[src/rtl/core/bdq_pkg.sv]
// ----------------------------------------------------------------------------
// bdq_pkg : shared types and constants for the bounded deque with search
// Field widths, stream packing, action and status codes.
// ----------------------------------------------------------------------------
`default_nettype none

package bdq_pkg;

    localparam int DEPTH_DEF      = 16;
    localparam int DATA_WIDTH_DEF = 32;

    // request fields
    localparam int ACTION_W = 3;
    localparam int VALUE_W  = 32;

    // result fields
    localparam int STATUS_W = 2;
    localparam int POS_W    = 5;
    localparam int COUNT_W  = 5;
    localparam int RES_W    = STATUS_W + POS_W + COUNT_W;

    // packed stream widths, rounded up to whole bytes
    localparam int IN_TDATA_W  = ((ACTION_W + 2 * VALUE_W + 7) / 8) * 8;
    localparam int OUT_TDATA_W = ((RES_W + 7) / 8) * 8;

    localparam int ACTION_LSB = 0;
    localparam int VALUE_LSB  = ACTION_W;
    localparam int REPL_LSB   = ACTION_W + VALUE_W;

    typedef enum logic [ACTION_W-1:0] {
        ACT_PUSH_FRONT = 3'd0,
        ACT_PUSH_BACK  = 3'd1,
        ACT_POP_FRONT  = 3'd2,
        ACT_POP_BACK   = 3'd3,
        ACT_FIND       = 3'd4,
        ACT_EDIT       = 3'd5
    } t_action;

    typedef enum logic [STATUS_W-1:0] {
        ST_OK        = 2'd0,
        ST_EMPTY     = 2'd1,
        ST_FULL      = 2'd2,
        ST_NOT_FOUND = 2'd3
    } t_status;

    // result word: status, position, count from the lowest bit up
    function automatic logic [RES_W-1:0] pack_result(
        input t_status          status,
        input logic [POS_W-1:0] position,
        input logic [COUNT_W-1:0] count
    );
        return {count, position, status};
    endfunction

endpackage

`default_nettype wire

[src/rtl/core/bdq_ram.sv]
// ----------------------------------------------------------------------------
// bdq_ram : generic simple dual-port RAM
// One write port, one read port, read data registered.
// ----------------------------------------------------------------------------
`default_nettype none

module bdq_ram #(
    parameter int WIDTH = 32,
    parameter int DEPTH = 16
) (
    input  wire logic                     i_clk,
    input  wire logic                     i_wr_en,
    input  wire logic [$clog2(DEPTH)-1:0] i_wr_addr,
    input  wire logic [WIDTH-1:0]         i_wr_data,
    input  wire logic                     i_rd_en,
    input  wire logic [$clog2(DEPTH)-1:0] i_rd_addr,
    output logic      [WIDTH-1:0]         o_rd_data
);

    logic [WIDTH-1:0] r_mem [DEPTH];

    always_ff @(posedge i_clk) begin
        if (i_wr_en) begin
            r_mem[i_wr_addr] <= i_wr_data;
        end
        if (i_rd_en) begin
            o_rd_data <= r_mem[i_rd_addr];
        end
    end

endmodule

`default_nettype wire

[src/rtl/core/bounded_deque_with_search_top.sv]
// ----------------------------------------------------------------------------
// bounded_deque_with_search_top : ring-buffer deque with linear search
// Push/pop at either end, find first match, overwrite first match.
// ----------------------------------------------------------------------------
// Usage:
//   Requests arrive on the s_axis stream: one transfer per request, packed as
//   action, value (key on find/edit) and replacement. Each request yields
//   exactly one result transfer on m_axis: status, 1-based match position
//   and entry count after the request.
//   Push and pop finish in the acceptance cycle; the result is registered and
//   then moves through the output register to m_axis. Find and edit read the
//   entries one per cycle through the single read port of the entry RAM,
//   front first, and stop at the first match or after the last held entry.
//   The next request is taken once the previous result has moved into the
//   output register, so no new request is taken while a scan runs.
//   Reset (synchronous, active low) empties the deque; the RAM content is
//   not cleared, since only written entries are ever read.
//   If the sink stalls, the result waits in the output register, one more
//   result is held behind it, and s_axis_tready drops until space frees.
// ----------------------------------------------------------------------------
`default_nettype none

module bounded_deque_with_search_top #(
    parameter int DEPTH      = bdq_pkg::DEPTH_DEF,
    parameter int DATA_WIDTH = bdq_pkg::DATA_WIDTH_DEF
) (
    input  wire logic                             i_clk,
    input  wire logic                             i_rst_n,
    // request stream
    input  wire logic                             s_axis_tvalid,
    output logic                                  s_axis_tready,
    // tdata: action[2:0], value[34:3], replacement[66:35], zero fill
    input  wire logic [bdq_pkg::IN_TDATA_W-1:0]   s_axis_tdata,
    // result stream
    output logic                                  m_axis_tvalid,
    input  wire logic                             m_axis_tready,
    // tdata: status[1:0], position[6:2], entry_count[11:7], zero fill
    output logic      [bdq_pkg::OUT_TDATA_W-1:0]  m_axis_tdata
);

    import bdq_pkg::*;

    localparam int IW = $clog2(DEPTH);      // ring slot index
    localparam int CW = $clog2(DEPTH + 1);  // count 0..DEPTH
    localparam int SW = CW + 1;             // front + count before wrap

    localparam logic [SW-1:0] DEPTH_S   = SW'(DEPTH);
    localparam logic [CW-1:0] DEPTH_C   = CW'(DEPTH);
    localparam logic [IW-1:0] LAST_SLOT = IW'(DEPTH - 1);

    typedef enum logic [0:0] {
        S_IDLE,
        S_SCAN
    } t_state;

    // truncate or zero-extend a count to the 5-bit result field
    function automatic logic [COUNT_W-1:0] narrow5(input logic [CW-1:0] v);
        logic [CW+COUNT_W-1:0] t;
        t = {{COUNT_W{1'b0}}, v};
        return t[COUNT_W-1:0];
    endfunction

    // request fields
    logic [ACTION_W-1:0]           w_action;
    logic [VALUE_W-1:0]            w_value;
    logic [VALUE_W-1:0]            w_repl;
    logic [DATA_WIDTH+VALUE_W-1:0] w_value_ext;
    logic [DATA_WIDTH+VALUE_W-1:0] w_repl_ext;
    logic [DATA_WIDTH-1:0]         w_key;
    logic [DATA_WIDTH-1:0]         w_repl_data;

    assign w_action    = s_axis_tdata[ACTION_LSB +: ACTION_W];
    assign w_value     = s_axis_tdata[VALUE_LSB +: VALUE_W];
    assign w_repl      = s_axis_tdata[REPL_LSB +: VALUE_W];
    assign w_value_ext = {{DATA_WIDTH{1'b0}}, w_value};
    assign w_repl_ext  = {{DATA_WIDTH{1'b0}}, w_repl};
    assign w_key       = w_value_ext[DATA_WIDTH-1:0];
    assign w_repl_data = w_repl_ext[DATA_WIDTH-1:0];

    // state and registers
    t_state              r_state,     n_state;
    logic [IW-1:0]       r_front,     n_front;
    logic [CW-1:0]       r_count,     n_count;
    logic [DATA_WIDTH-1:0] r_key,     n_key;
    logic [DATA_WIDTH-1:0] r_repl,    n_repl;
    logic                r_is_edit,   n_is_edit;
    logic [CW-1:0]       r_issue,     n_issue;     // entries read so far
    logic [IW-1:0]       r_rd_slot,   n_rd_slot;   // slot of next read
    logic                r_cmp_valid, n_cmp_valid; // RAM data is live
    logic [CW-1:0]       r_cmp_k,     n_cmp_k;     // offset of live data
    logic [IW-1:0]       r_cmp_slot,  n_cmp_slot;
    logic                r_res_pend,  n_res_pend;  // result waiting for output
    logic [RES_W-1:0]    r_res,       n_res;
    logic                r_out_valid, n_out_valid;
    logic [RES_W-1:0]    r_out_data,  n_out_data;

    // RAM port signals
    logic                  w_wr_en;
    logic [IW-1:0]         w_wr_addr;
    logic [DATA_WIDTH-1:0] w_wr_data;
    logic                  w_rd_en;
    logic [DATA_WIDTH-1:0] w_rd_data;

    // ring arithmetic
    logic [IW-1:0] w_front_dec;
    logic [IW-1:0] w_front_inc;
    logic [SW-1:0] w_back_sum;
    logic [IW-1:0] w_back_slot;
    logic [IW-1:0] w_rd_inc;

    assign w_front_dec = (r_front == '0) ? LAST_SLOT : r_front - IW'(1);
    assign w_front_inc = (r_front == LAST_SLOT) ? '0 : r_front + IW'(1);
    assign w_back_sum  = SW'(r_front) + SW'(r_count);
    assign w_back_slot = (w_back_sum >= DEPTH_S) ? IW'(w_back_sum - DEPTH_S)
                                                 : IW'(w_back_sum);
    assign w_rd_inc    = (r_rd_slot == LAST_SLOT) ? '0 : r_rd_slot + IW'(1);

    assign s_axis_tready = (r_state == S_IDLE) && !r_res_pend;
    assign m_axis_tvalid = r_out_valid;
    assign m_axis_tdata  = {{(OUT_TDATA_W - RES_W){1'b0}}, r_out_data};

    always_comb begin
        t_status       st;
        logic [CW-1:0] pos;

        st          = ST_OK;
        pos         = '0;
        n_state     = r_state;
        n_front     = r_front;
        n_count     = r_count;
        n_key       = r_key;
        n_repl      = r_repl;
        n_is_edit   = r_is_edit;
        n_issue     = r_issue;
        n_rd_slot   = r_rd_slot;
        n_cmp_valid = r_cmp_valid;
        n_cmp_k     = r_cmp_k;
        n_cmp_slot  = r_cmp_slot;
        n_res_pend  = r_res_pend;
        n_res       = r_res;
        n_out_valid = r_out_valid;
        n_out_data  = r_out_data;
        w_wr_en     = 1'b0;
        w_wr_addr   = w_back_slot;
        w_wr_data   = w_key;
        w_rd_en     = 1'b0;

        // output register and the one result held behind it
        if (r_out_valid && m_axis_tready) begin
            n_out_valid = 1'b0;
        end
        if (r_res_pend && (!r_out_valid || m_axis_tready)) begin
            n_out_valid = 1'b1;
            n_out_data  = r_res;
            n_res_pend  = 1'b0;
        end

        unique case (r_state)
            S_IDLE: begin
                if (s_axis_tvalid && s_axis_tready) begin
                    n_res_pend = 1'b1;
                    unique case (w_action) inside
                        ACT_PUSH_FRONT: begin
                            if (r_count == DEPTH_C) begin
                                st = ST_FULL;
                            end else begin
                                w_wr_en   = 1'b1;
                                w_wr_addr = w_front_dec;
                                n_front   = w_front_dec;
                                n_count   = r_count + CW'(1);
                            end
                        end
                        ACT_PUSH_BACK: begin
                            if (r_count == DEPTH_C) begin
                                st = ST_FULL;
                            end else begin
                                w_wr_en = 1'b1;
                                n_count = r_count + CW'(1);
                            end
                        end
                        ACT_POP_FRONT: begin
                            if (r_count == '0) begin
                                st = ST_EMPTY;
                            end else begin
                                n_front = w_front_inc;
                                n_count = r_count - CW'(1);
                            end
                        end
                        ACT_POP_BACK: begin
                            if (r_count == '0) begin
                                st = ST_EMPTY;
                            end else begin
                                n_count = r_count - CW'(1);
                            end
                        end
                        ACT_FIND, ACT_EDIT: begin
                            if (r_count == '0) begin
                                st = ST_EMPTY;
                            end else begin
                                n_res_pend  = 1'b0;
                                n_state     = S_SCAN;
                                n_key       = w_key;
                                n_repl      = w_repl_data;
                                n_is_edit   = (w_action == ACT_EDIT);
                                n_issue     = '0;
                                n_rd_slot   = r_front;
                                n_cmp_valid = 1'b0;
                            end
                        end
                        default: begin
                            // unused codes: no effect
                        end
                    endcase
                    n_res = pack_result(st, narrow5(pos), narrow5(n_count));
                end
            end

            S_SCAN: begin
                // issue the next read while the previous data is compared
                w_rd_en     = (r_issue != r_count);
                n_cmp_valid = w_rd_en;
                n_cmp_k     = r_issue;
                n_cmp_slot  = r_rd_slot;
                if (w_rd_en) begin
                    n_issue   = r_issue + CW'(1);
                    n_rd_slot = w_rd_inc;
                end

                if (r_cmp_valid && (w_rd_data == r_key)) begin
                    pos        = r_cmp_k + CW'(1);
                    w_wr_en    = r_is_edit;
                    w_wr_addr  = r_cmp_slot;
                    w_wr_data  = r_repl;
                    n_state    = S_IDLE;
                    n_res_pend = 1'b1;
                    n_res      = pack_result(ST_OK, narrow5(pos), narrow5(r_count));
                end else if (r_cmp_valid && (r_cmp_k == r_count - CW'(1))) begin
                    n_state    = S_IDLE;
                    n_res_pend = 1'b1;
                    n_res      = pack_result(ST_NOT_FOUND, narrow5(pos),
                                             narrow5(r_count));
                end
            end

            default: begin
                n_state = S_IDLE;
            end
        endcase
    end

    always_ff @(posedge i_clk) begin
        if (!i_rst_n) begin
            r_state     <= S_IDLE;
            r_front     <= '0;
            r_count     <= '0;
            r_cmp_valid <= 1'b0;
            r_res_pend  <= 1'b0;
            r_out_valid <= 1'b0;
        end else begin
            r_state     <= n_state;
            r_front     <= n_front;
            r_count     <= n_count;
            r_cmp_valid <= n_cmp_valid;
            r_res_pend  <= n_res_pend;
            r_out_valid <= n_out_valid;
        end
        // payload, no reset
        r_key      <= n_key;
        r_repl     <= n_repl;
        r_is_edit  <= n_is_edit;
        r_issue    <= n_issue;
        r_rd_slot  <= n_rd_slot;
        r_cmp_k    <= n_cmp_k;
        r_cmp_slot <= n_cmp_slot;
        r_res      <= n_res;
        r_out_data <= n_out_data;
    end

    bdq_ram #(
        .WIDTH (DATA_WIDTH),
        .DEPTH (DEPTH)
    ) u_entry_ram (
        .i_clk     (i_clk),
        .i_wr_en   (w_wr_en),
        .i_wr_addr (w_wr_addr),
        .i_wr_data (w_wr_data),
        .i_rd_en   (w_rd_en),
        .i_rd_addr (r_rd_slot),
        .o_rd_data (w_rd_data)
    );

endmodule

`default_nettype wire

[config.mk]
export PLATFORM = sky130hd
export DESIGN_NAME = bounded_deque_with_search_top
export DESIGN_NICKNAME = d
export VERILOG_FILES = /design/src/rtl/core/bdq_pkg.sv /design/src/rtl/core/bdq_ram.sv /design/src/rtl/core/bounded_deque_with_search_top.sv
export SDC_FILE = /design/constraint.sdc
export NUM_CORES = 1
export LEC_CHECK = 0
export BUFFER_PORTS_ARGS = -buffer_cell sky130_fd_sc_hd__buf_2
export CORE_MARGIN = 2
export CORE_UTILIZATION = 62
export DETAILED_ROUTE_END_ITERATION = 8
export HOLD_SLACK_MARGIN = 0.08
export PLACE_DENSITY = 0.8
export SYNTH_ARGS = -nofsm -noshare
export SYNTH_HDL_FRONTEND = slang
export SYNTH_SLANG_ARGS = --single-unit
[constraint.sdc]
create_clock -name i_clk -period 7.5 [get_ports i_clk]
set_input_delay 1.125 -clock i_clk [delete_from_list [all_inputs] [get_ports i_clk]]
set_output_delay 1.125 -clock i_clk [all_outputs]
set_load 0.02 [all_outputs]
==> impl_results.md <==
- Status: finished clean
- Leading area contributor after synthesis: edfxtp_1
- Hold Violations, Final: 0
- CTS tree: done
- Initial antenna violation count: 1
- Drt drc: 0
- Post-synth top cells: edfxtp_1 (651), mux2i_1 (106), o21ai_0 (74), mux4_2 (64), mux2_2 (61)
- Layout cells sized above 1: 22.4%
- Worst-path clk slew: 0.06 ns
- Post-Syn Area: 26,500 um^2
- Fin util: 70.2%
- Largest net degree at the start of global routing: 120
- CP Data Required Time: 7.77 ns
- Pwr Density: 251 nW/um^2
- Worst Hold Class: flip-flop to flip-flop
- Worst VDD drop: 221 uV
- RSZ-0062 raised after global routing: no
- Least-Margin Pin Slew: approximately 1.2 ns
- Resized Gates After CTS: 0
- Count leader, synth: edfxtp_1
- Post-synth EDFFs: ~650
- Routed WL per cell: 26.8 um
- Worst EP arrival: 5.12 ns
- # hold bufs at CTS: 0
- Synth unique cells: 74
- Bufs on Longest Clock Path: 3
- Row count: 75
- Core ar.: 42,000 um^2
- Top post-synthesis cells by area: edfxtp_1 (74%), mux4_2 (5.4%), mux2i_1 (4.0%)
- Initial core utilization: 63.0%
- Final TNS setup: 0 ns
- Max cap viols: 0
- Primary FF master, synth: edfxtp_1
- Synth async-reset ratio: 0%
- Tot GR Track Use: a little over a quarter
- Fill count: approximately 2,500
- Drt first-iter violations: 1,917
- Remaining global-route overflow: 0
- DIE WIDTH: 211 um
- Vias in the first global route: 13,865
- FMAX: 206 MHz
- Routed via count divided by cell count: 6.55
- Final Net Count: 1,648
- Postcts setup bufs: 0
- CTS buffer count: 61
- Final Setup Violations: 0
- Die Ht: 211 um
- IO Pins: 94
- Syn Inst Count: 1,453
- Setup crit end kind: flip-flop
- First-pass GRT wire length: roughly 86 mm
- Skew final: 0.0263 ns
- Final Slew Violations: 0
- #FFs+latches synth: 664
- Leak: 0.00989 uW
- Post-synth top area share: 73.8%
- Final Wtd Congestion: 0.811
- Seq/Total Area, Yosys: 74.8%
- Post-detail-place hpwl: 31.1 mm
- Final wirelength: 57.6 mm
- Routed Antenna Nets: 0
- Fin crit share: 64.7%
- Root Buffer: clkbuf_16
- CP startpoint kind: flip-flop
- P&R area growth vs syn: 11.5%
- Minimum clock period after layout: 4.86 ns
- Htree depth: 2
- Slew HR: between 20% and 30%
- Port Buf Inserts: between 80 and 90
- Worst skew pair latency: 0.64 ns
- Die area: 44,400 um^2
- Mean area per synthesized cell: ~18 um^2
- Yosys warns: 0
- Ant diodes: 0
- Drt pass-1 iters: 6
- Via count: 14,067
- CP Class: flip-flop to flip-flop
- Sink Count: 664
- Critical path peak fanout: 26
## state kept, by name, indices dropped and copies added, names as in the netlist
register and flops:
r_repl 32, r_is_edit 1, r_rd_slot 4, r_res_pend 1, r_state 1, r_front 4, r_cmp_k 5, r_cmp_valid 1
r_out_data 12, r_res 12, r_cmp_slot 4, r_count 5, u_entry_ram.r_mem 512, r_key 32, m_axis_tvalid 1, r_issue 5
u_entry_ram.o_rd_data 32
## worst paths after layout
kind / from / endpoint / slack [ns] / cells past startpoint
hold / removal: r_res[7] / r_out_data[7] / 0.42 / 0
setup reg to reg: u_entry_ram.o_rd_data[17] / u_entry_ram.r_mem[8][20] / 2.64 / 8
setup / recovery: u_entry_ram.o_rd_data[17] / u_entry_ram.r_mem[8][20] / 2.64 / 8
hold reg to reg: r_res[7] / r_out_data[7] / 0.42 / 0
## layer usage
metal / part of all wire (%) / vias up / global-route usage, %
met5: 0 / - / 0
met4: 3.6 / 0 / 9.71
met3: 9.1 / 138 / 4.80
met2: 49 / 768 / 42.9
met1: 39 / 7107 / 36.8
li1: - / 6054 / -
## layout by cell type, fill, tap and decap left out, types with 6 or more instances in the layout
master       n
a21oi_1     46
a221oi_1    32
a22oi_1     32
and2_1       6
buf_2       84
buf_4       34
clkbuf_1    13
clkbuf_16   61
clkinv_1    16
clkinv_2    15
dfxtp_1     13
edfxtp_1   651
ha_1        10
inv_1       20
mux2_2      61
mux2i_1    106
mux4_2      64
nand2_1     57
nand2b_1     6
nand3_1     13
nand4_1      6
nor2_1      22
nor3_1       8
o21ai_0     74
o22ai_1      7
xnor2_1     38
xor2_1      13
## kinds of logic after synthesis
kind of cell / Yosys count / share of synthesized area (%)
AO/OA/AOI/OAI: 229 / 5.57
XOR/XNOR: 51 / 1.69
adder cells (fa/ha/maj): 11 / 0.548
buffers and inverters: 100 / 1.62
flip-flops: 664 / 74.8
multiplexers: 232 / 12.1
other: 1 / 0.0142
AND/OR/NAND/NOR: 165 / 3.66
## where the power goes
part	switching, uW	total (uW)	internal, uW
Sequential	19.1	4140	4120
Combinational	199	308	109
Clock	1320	2960	1630
Total	1540	7400	5860
## critical path: stages, from the launching register on
cell and delay (ns):
edfxtp_1 0.40, xnor2_1 0.45, nand4_1 0.43, nor3_1 0.43, nand4_2 0.28, or2_4 0.37, o211ai_2 0.62, nor3b_2 0.87
buf_4 0.61
## final cells by class
type / instances / area, um^2 / area share (%)
Tap cell: 539 / 674 / 2.28
Clock buffer: 74 / 1580 / 5.33
Timing Repair Buffer: 120 / 716 / 2.42
Multi-Input combinational cell: 692 / 6360 / 21.5
Sequential cell: 664 / 19800 / 67.1
Inverter: 22 / 83.8 / 0.284
Clock inverter: 37 / 314 / 1.06
## per-stage QoR
stage / worst slack, ns / cell area (um^2) / power, uW / hold slack (ns) / cells
floorplan: 1.21 / 26500 / 4420 / 0.400 / 1456
global placement: 2.64 / 27600 / 4510 / 0.402 / 2037
detailed placement: 2.53 / 27600 / 4520 / 0.405 / 2037
CTS: 2.65 / 29500 / 7430 / 0.419 / 2148
global route: 2.58 / 29500 / 7610 / 0.424 / 2148
finish: 2.64 / 29500 / 7400 / 0.417 / 2148
(Power assumes the default switching activity.)
